[src/assert_macros.svh]
// Assertion macros used by the allocator core.
`ifndef ASSERT_MACROS_SVH
`define ASSERT_MACROS_SVH

`ifndef SYNTHESIS

// Same-cycle implication.
`define ASSERT_IMPLY(label, clk, rst_n, ante, cons) \
    label: assert property (@(posedge clk) disable iff (!rst_n) (ante) |-> (cons)) \
        else $error("%m: implication failed");

// Next-cycle implication.
`define ASSERT_NEXT(label, clk, rst_n, ante, cons) \
    label: assert property (@(posedge clk) disable iff (!rst_n) (ante) |=> (cons)) \
        else $error("%m: next-cycle implication failed");

// Condition that must never hold.
`define ASSERT_NEVER(label, clk, rst_n, expr) \
    label: assert property (@(posedge clk) disable iff (!rst_n) !(expr)) \
        else $error("%m: forbidden condition seen");

`else

`define ASSERT_IMPLY(label, clk, rst_n, ante, cons)
`define ASSERT_NEXT(label, clk, rst_n, ante, cons)
`define ASSERT_NEVER(label, clk, rst_n, expr)

`endif

`endif

[src/rbfa_pkg.sv]
// Package for the ring buffer fragment allocator: word types and operation codes.
package rbfa_pkg;

    localparam int RING_ADDR_BITS_DEFAULT = 12;

    localparam logic [1:0] FUNC_ACQUIRE  = 2'd0;
    localparam logic [1:0] FUNC_RELEASE  = 2'd1;
    localparam logic [1:0] FUNC_LEFTOVER = 2'd2;

    typedef struct packed {
        logic [1:0]  func;
        logic [15:0] request_length;
        logic [15:0] span_front;
        logic [11:0] span_rear;
        logic [11:0] new_tail;
        logic        has_data;
    } in_word_t;

    typedef struct packed {
        logic [12:0] granted_length;
        logic [11:0] fragment_front;
        logic [11:0] fragment_rear;
        logic        accepted;
        logic [12:0] free_contiguous;
    } out_word_t;

endpackage

[src/rbfa_alloc_core.sv]
// Pointer state and single-pass update logic of the fragment allocator.
`include "assert_macros.svh"

module rbfa_alloc_core #(
    parameter int RING_ADDR_BITS = rbfa_pkg::RING_ADDR_BITS_DEFAULT
) (
    input  logic                clk,
    input  logic                rst_n,
    input  logic                fire,
    input  rbfa_pkg::in_word_t  word,
    output rbfa_pkg::out_word_t result
);

    localparam int AW = RING_ADDR_BITS;

    typedef logic [AW-1:0] ptr_t;
    typedef logic [AW:0]   len_t;

    localparam len_t RING_SIZE = {1'b1, {AW{1'b0}}};

    ptr_t head_reg, head_next;
    ptr_t tail_reg, tail_next;
    logic last_reg, last_next;

    function automatic len_t free_of(input ptr_t head, input ptr_t tail, input logic last);
        len_t f;
        if (tail == head)
            f = last ? '0 : RING_SIZE - {1'b0, tail};
        else if (tail < head)
            f = {1'b0, head} - {1'b0, tail};
        else
            f = RING_SIZE - {1'b0, tail};
        return f;
    endfunction

    function automatic len_t used_of(input ptr_t head, input ptr_t tail, input logic last);
        len_t u;
        if (tail == head)
            u = last ? RING_SIZE : '0;
        else if (tail > head)
            u = {1'b0, tail} - {1'b0, head};
        else
            u = RING_SIZE - {1'b0, head} + {1'b0, tail};
        return u;
    endfunction

    len_t        space;
    len_t        used;
    logic [15:0] space16;
    logic [15:0] granted16;
    ptr_t        grant_ptr;
    ptr_t        acq_rear;
    ptr_t        acq_tail;
    logic [15:0] head16;
    logic [15:0] rear16;
    logic [15:0] ntail16;
    logic [15:0] span_diff;
    len_t        span_len;
    ptr_t        rel_head;
    logic        rel_ok;
    len_t        free_after;
    logic [31:0] granted32;
    logic [31:0] front32;
    logic [31:0] rear32;
    logic [31:0] free32;
    logic        acc;
    logic        acq_fire;
    logic        rel_fire;

    assign space     = free_of(head_reg, tail_reg, last_reg);
    assign used      = used_of(head_reg, tail_reg, last_reg);
    assign space16   = 16'(space);
    assign granted16 = (word.request_length < space16) ? word.request_length : space16;
    assign grant_ptr = granted16[AW-1:0];
    assign acq_rear  = tail_reg + grant_ptr - ptr_t'(1);
    assign acq_tail  = tail_reg + grant_ptr;

    assign head16    = 16'(head_reg);
    assign rear16    = 16'(word.span_rear);
    assign ntail16   = 16'(word.new_tail);
    assign span_diff = rear16 - word.span_front;
    assign span_len  = {1'b0, span_diff[AW-1:0]} + len_t'(1);
    assign rel_head  = rear16[AW-1:0] + ptr_t'(1);
    assign rel_ok    = (word.span_front == head16) && (span_len <= used);

    always_comb
    begin
        head_next = head_reg;
        tail_next = tail_reg;
        last_next = last_reg;
        granted32 = '0;
        front32   = '0;
        rear32    = '0;
        acc       = 1'b0;
        unique case (word.func)
            rbfa_pkg::FUNC_ACQUIRE:
            begin
                tail_next = acq_tail;
                last_next = 1'b1;
                granted32 = 32'(granted16);
                front32   = 32'(tail_reg);
                rear32    = 32'(acq_rear);
                acc       = 1'b1;
            end
            rbfa_pkg::FUNC_RELEASE:
            begin
                if (rel_ok)
                begin
                    head_next = rel_head;
                    last_next = 1'b0;
                    acc       = 1'b1;
                end
            end
            rbfa_pkg::FUNC_LEFTOVER:
            begin
                tail_next = ntail16[AW-1:0];
                if (ntail16[AW-1:0] == head_reg)
                    last_next = word.has_data;
                acc = 1'b1;
            end
            default:
            begin
                // unused code: no change, not accepted
            end
        endcase
    end

    assign free_after = free_of(head_next, tail_next, last_next);
    assign free32     = 32'(free_after);

    assign result.granted_length  = granted32[12:0];
    assign result.fragment_front  = front32[11:0];
    assign result.fragment_rear   = rear32[11:0];
    assign result.accepted        = acc;
    assign result.free_contiguous = free32[12:0];

    always_ff @(posedge clk or negedge rst_n)
    begin
        if (!rst_n)
        begin
            head_reg <= '0;
            tail_reg <= '0;
            last_reg <= 1'b0;
        end
        else if (fire)
        begin
            head_reg <= head_next;
            tail_reg <= tail_next;
            last_reg <= last_next;
        end
    end

    assign acq_fire = fire && (word.func == rbfa_pkg::FUNC_ACQUIRE);
    assign rel_fire = fire && (word.func == rbfa_pkg::FUNC_RELEASE);

    // rejected release must not touch the pointers or the flag
    `ASSERT_NEXT(a_reject_holds, clk, rst_n, rel_fire && !acc, $stable({head_reg, tail_reg, last_reg}))
    // grant never exceeds the request
    `ASSERT_IMPLY(a_grant_bounded, clk, rst_n, acq_fire, 16'(result.granted_length) <= word.request_length)
    // any acquire, even zero length, marks the ring as last acquired
    `ASSERT_NEXT(a_acquire_flag, clk, rst_n, acq_fire, last_reg)

endmodule

[src/ring_buffer_fragment_allocator.sv]
// Top level of the ring buffer fragment allocator: input and result registers around the core.
//
// Bookkeeping for a ring of 2^RING_ADDR_BITS bytes: head, tail and a flag
// telling a full ring from an empty one. The data store is elsewhere.
// Request channel (req_valid/req_ready/req_word) takes one command word:
// acquire, release, or release leftover (tail moved back).
// Response channel (rsp_valid/rsp_ready/rsp_word) returns exactly one word
// per command, in order: grant length and offsets, accepted flag and the
// contiguous free space after the command.
// Path: a word accepted into the input register is worked through the core
// by combinational logic and lands in the response register, from which the
// receiver takes it.
// Throughput: one command per cycle while the receiver takes responses. The
// pointer update is a single combinational pass of compares and subtracts.
// When the receiver stalls, the response register holds its word, the input
// register fills, and req_ready drops until the response is taken.
// Reset (rst_n low, asynchronous) empties the ring: head = tail = 0, flag
// clear, both registers empty.

module ring_buffer_fragment_allocator #(
    parameter int RING_ADDR_BITS = rbfa_pkg::RING_ADDR_BITS_DEFAULT
) (
    input  logic                clk,
    input  logic                rst_n,
    input  logic                req_valid,
    output logic                req_ready,
    input  rbfa_pkg::in_word_t  req_word,
    output logic                rsp_valid,
    input  logic                rsp_ready,
    output rbfa_pkg::out_word_t rsp_word
);

    // input stage
    logic                s1_valid_reg, s1_valid_next;
    rbfa_pkg::in_word_t  s1_word_reg;

    // response stage
    logic                rsp_valid_reg, rsp_valid_next;
    rbfa_pkg::out_word_t rsp_word_reg;

    logic                s1_advance;
    rbfa_pkg::out_word_t core_result;

    // the input word moves on when the response slot is free or being drained
    assign s1_advance = s1_valid_reg && (!rsp_valid_reg || rsp_ready);
    assign req_ready  = !s1_valid_reg || s1_advance;

    rbfa_alloc_core #(
        .RING_ADDR_BITS (RING_ADDR_BITS)
    ) u_core (
        .clk    (clk),
        .rst_n  (rst_n),
        .fire   (s1_advance),
        .word   (s1_word_reg),
        .result (core_result)
    );

    always_comb
    begin
        s1_valid_next = s1_valid_reg;
        if (req_valid && req_ready)
            s1_valid_next = 1'b1;
        else if (s1_advance)
            s1_valid_next = 1'b0;

        rsp_valid_next = rsp_valid_reg;
        if (s1_advance)
            rsp_valid_next = 1'b1;
        else if (rsp_ready)
            rsp_valid_next = 1'b0;
    end

    always_ff @(posedge clk or negedge rst_n)
    begin
        if (!rst_n)
        begin
            s1_valid_reg  <= 1'b0;
            rsp_valid_reg <= 1'b0;
        end
        else
        begin
            s1_valid_reg  <= s1_valid_next;
            rsp_valid_reg <= rsp_valid_next;
        end
    end

    // payload registers, no reset
    always_ff @(posedge clk)
    begin
        if (req_valid && req_ready)
            s1_word_reg <= req_word;
        if (s1_advance)
            rsp_word_reg <= core_result;
    end

    assign rsp_valid = rsp_valid_reg;
    assign rsp_word  = rsp_word_reg;

endmodule

[config.mk]
export PLATFORM = sky130hd
export DESIGN_NAME = ring_buffer_fragment_allocator
export DESIGN_NICKNAME = d
export VERILOG_FILES = /design/src/rbfa_pkg.sv /design/src/rbfa_alloc_core.sv /design/src/ring_buffer_fragment_allocator.sv
export VERILOG_INCLUDE_DIRS = /design/src /design/src/src
export SDC_FILE = /design/constraint.sdc
export NUM_CORES = 1
export LEC_CHECK = 0
export CAP_MARGIN = 5
export CORE_UTILIZATION = 50
export CTS_CLUSTER_SIZE = 10
export DETAILED_ROUTE_END_ITERATION = 8
export DONT_BUFFER_PORTS = 1
export GPL_TIMING_DRIVEN = 0
export HOLD_SLACK_MARGIN = 0.1
export SLEW_MARGIN = 20
export SYNTH_ARGS = -nofsm -noshare
export SYNTH_HDL_FRONTEND = slang
export SYNTH_HIERARCHICAL = 1
export SYNTH_SLANG_ARGS = --single-unit
[constraint.sdc]
create_clock -name clk -period 24.3 [get_ports clk]
set_input_delay 6.075 -clock clk [delete_from_list [all_inputs] [get_ports clk]]
set_output_delay 6.075 -clock clk [all_outputs]
set_load 0.01 [all_outputs]
# After elaboration in Yosys (flattened, before gate mapping)
# Cells that the tools add are included.
# totals
regBits	137
in_bits	63
output_inout_bits	53
elab_cells	72
# op_classes
add_sub_neg	12
n_lt_le_gt_ge	5
eq_ne	6
mux	22
reduce_logical	11
# op_table
cell	n
$mux W13	10
$sub A12 B12 Y13	3
$sub A13 B12 Y13 const A	3
$eq A12 B12 Y1	3
$lt A12 B12 Y1	2
$mux W12	2
$pmux W12 S2	1
$eq A16 B12 Y1	1
$lt A16 B13 Y1	1
$add A12 B1 Y13 const B	1
$add A13 B12 Y13	1
$le A13 B13 Y1	1
$add A12 B1 Y12 const B	1
$add A12 B12 Y12	1
$gt A12 B12 Y1	1
$sub A12 B1 Y12 const B	1
$sub A12 B12 Y12	1
$mux W1	7
$reduce_bool A2 Y1	2
$logic_and A1 B1 Y1	3
$pmux W1 S3	1
$eq A2 B1 Y1 const B	1
$eq A2 B2 Y1 const B	1
$logic_not A1 Y1	2
other kinds (4)	5

# Depth between registers and ports, before layout
# logic_depth
word_depth	11
depth_mapped	41
depth_no_buf	38

# Hierarchy
# The synthesis kept the hierarchy.
# modules_own_cells
module	n_inst	cells_per_inst	area_per_inst_um2	seq_area_each_um2
rbfa_alloc_core	1	886	6508.7	625.6
ring_buffer_fragment_allocator	1	118	3407.0	3353.2

# Worst setup path before layout
# OpenSTA, ideal clock, no wires.
# synth_path
path_kind	input -> output
from	in rsp_ready
to	out req_ready
t_arrival_ns	6.228
required_ns	18.225
setup_slack_ns	11.997
path_stages	1
n_path_buf	0
cell_sequence	nand3b_4
# synth_via
elab_chain_len	3
# synth_lines
item	line	text
from (decl)	ring_buffer_fragment_allocator.sv:29	input logic rsp_ready,
$logic_or A1 B1 Y1	ring_buffer_fragment_allocator.sv:45	assign s1_advance = s1_valid_reg && (!rsp_valid_reg || rsp_ready);
$logic_and A1 B1 Y1	ring_buffer_fragment_allocator.sv:45	
$logic_or A1 B1 Y1	ring_buffer_fragment_allocator.sv:46	assign req_ready = !s1_valid_reg || s1_advance;
to (decl)	ring_buffer_fragment_allocator.sv:26	output logic req_ready,
# Every way passes these cells.

# Worst setup path in the final report
# Ends and elaborated chain as after synthesis.

==> impl_metrics.env <==
export IMPL_period_share_pct=50.66
export IMPL_fin_crit_ns=12.31
export IMPL_cts_buffers=17
export IMPL_routed_wl_um=26850
export IMPL_cp_required_ns=18.22
export IMPL_cpMaxStageDelayCell="nand3b_4"
export IMPL_final_cells=1301
export IMPL_nFillCells=1762
export IMPL_grt_setup_unrepaired="no"
export IMPL_critical_path_class="primary input to primary output"
export IMPL_fp_dieH_um=142.8
export IMPL_synth_edf_count=110
export IMPL_place_gp_congestion=0.9427
export IMPL_slew_violations=0
export IMPL_nNetsFinal=1181
export IMPL_cp_arrival_ns=6.23
export IMPL_dp_hpwl_um=20670
export IMPL_clk_latency_ns=0.42
export IMPL_ys_seq_elements=137
export IMPL_whs_path_depth=1
export IMPL_core_area_sq_um=19460
export IMPL_cts_setup_buffers=0
export IMPL_postRouteAntennaNets=0
export IMPL_routed_via_density=5.820
export IMPL_grt_usage_pct=26.98
export IMPL_antenna_found_initial=0
export IMPL_route_detailed_drc=0
export IMPL_reg2reg_depth=36
export IMPL_drv_cap=0
export IMPL_drive_above_1_share_pct=6.274
export IMPL_ys_flop_type="edfxtp_1"
export IMPL_ys_async_sr_fraction_pct=19.71
export IMPL_path_cells="nand3b_4"
export IMPL_setup_viol=0
export IMPL_antenna_cells=0
export IMPL_path_buf_inv=0
export IMPL_status="complete, no violations"
export IMPL_fmax_ghz=0.08124
export IMPL_syn_inst=1004
export IMPL_place_ws_ns=11.99
export IMPL_setup_tns_ns=0
export IMPL_largest_register_ffs=59
export IMPL_dieArea_sq_um=20400
export IMPL_hold_viol_final=0
export IMPL_grt_max_degree=60
export IMPL_finClkSkew_ns=0.01148
export IMPL_place_inst=1269
export IMPL_clock_root_buffer="clkbuf_16"
export IMPL_hold_ws_ns=0.5592
export IMPL_cts_resized=0
export IMPL_fin_ws_ns=11.99
export IMPL_cts_sinks=137
export IMPL_start_util_pct=50.95
export IMPL_syn_area_sq_um=9916
export IMPL_die_x_um=142.8
export IMPL_grt_pass1_wl_um=40230
export IMPL_first_global_vias=7142
export IMPL_path_depth=1
export IMPL_syn_to_final_growth_pct=9.552
export IMPL_end_kind="primary output"
export IMPL_seqCellArea_sq_um=3979
export IMPL_clkTransAtPathRegs_ns=0.06
export IMPL_ioPinCount=116
export IMPL_worst_pin_slew_ns=0.8990
export IMPL_portBuffers=0
export IMPL_synth_avg_cell_area_sq_um=9.876
export IMPL_max_slew_margin_rel_pct=39.84
export IMPL_multiInputGateArea_sq_um=5484
export IMPL_yosysWarningCount=6
export IMPL_synth_nets=1162
export IMPL_layout_commonest_cell="edfxtp_1"
export IMPL_tritoncts="built"
export IMPL_drt_iter0_drc=505
export IMPL_path_delay_family="simple AND/OR/NAND/NOR gates"
export IMPL_wire_per_inst_um=20.63
export IMPL_hold_buffers=0
export IMPL_ys_seq_area_share_pct=40.13
export IMPL_clock_path_buffers=2
export IMPL_cp_max_fo=3
export IMPL_h_tree_depth=4
export IMPL_overflow=0
export IMPL_cpPeakStageDelay_ns=0.16
export IMPL_dr_total_vias=7572
export IMPL_final_cell_mix="110 x edfxtp_1, 90 x ha_1, 89 x xnor2_1"
export IMPL_drt_pre_antenna_iters=5
export IMPL_post_synth_num_cell_types=69
export IMPL_start_kind="primary input"
export IMPL_rows=51
export IMPL_hold_path_class="flip-flop to flip-flop"
-- metrics by stage --
step | cell area, sq um | utilization, %
final | 10860 | 55.81
after CTS | 10860 | 55.81
after global routing | 10860 | 55.81
after global placement | 10250 | 52.65
after floorplan | 9916 | -
after detailed placement | 10250 | 52.66
-- final timing paths --
path | from | end | slack, ns
min reg2reg | s1_valid_reg | rsp_valid | 0.56
max | rsp_ready | req_ready | 11.99
min in group asynchronous | rst_n | u_core/head_reg[1] | 5.34
max reg2reg | u_core/head_reg[4] | rsp_word[8] | 13.98
max in group asynchronous | rst_n | u_core/tail_reg[5] | 18.87
min | s1_valid_reg | rsp_valid | 0.56
-- area by class of cell --
cell class | count | area share [%]
plain buffers | 33 | 1.394
flip-flops and latches | 137 | 36.63
multi-input cells | 753 | 50.48
well taps | 265 | 3.052
clock buffers | 18 | 4.043
clock inverters | 14 | 1.601
inverters | 81 | 2.799
-- cells in the mapped netlist, drive strengths merged, types with 25 or more instances --
cell type,instances,area [sq um]
a21o,25,195.2
a21oi,72,364.1
dfrtp,27,675.7
edfxtp,110,3303
ha,90,1126
inv,80,300.3
nand2,76,285.3
nor2,58,217.7
o21ai,43,215.2
xnor2,89,779.5
xor2,29,254.0
-- metal layers --
| metal | GRT usage, % | wire [um] |
|---|---|---|
| met5 | 0 | 0 |
| met4 | 10.02 | 706 |
| met3 | 5.198 | 1566 |
| met2 | 43.91 | 12350 |
| met1 | 35.57 | 12220 |
-- kinds of logic after synthesis --
| group | count (synthesis) | share of synthesized area [%] |
|---|---|---|
| fa+ha+maj | 95 | 12.37 |
| buf+inv | 114 | 4.593 |
| simple gates | 288 | 14.76 |
| xor+xnor | 118 | 10.42 |
| compound gates | 222 | 14.54 |
| mux | 30 | 3.192 |
| flops | 137 | 40.13 |
Power is left out: the tool's default activity adds up to more than one toggle a clock period on the data nets, which glitch-free logic cannot reach.
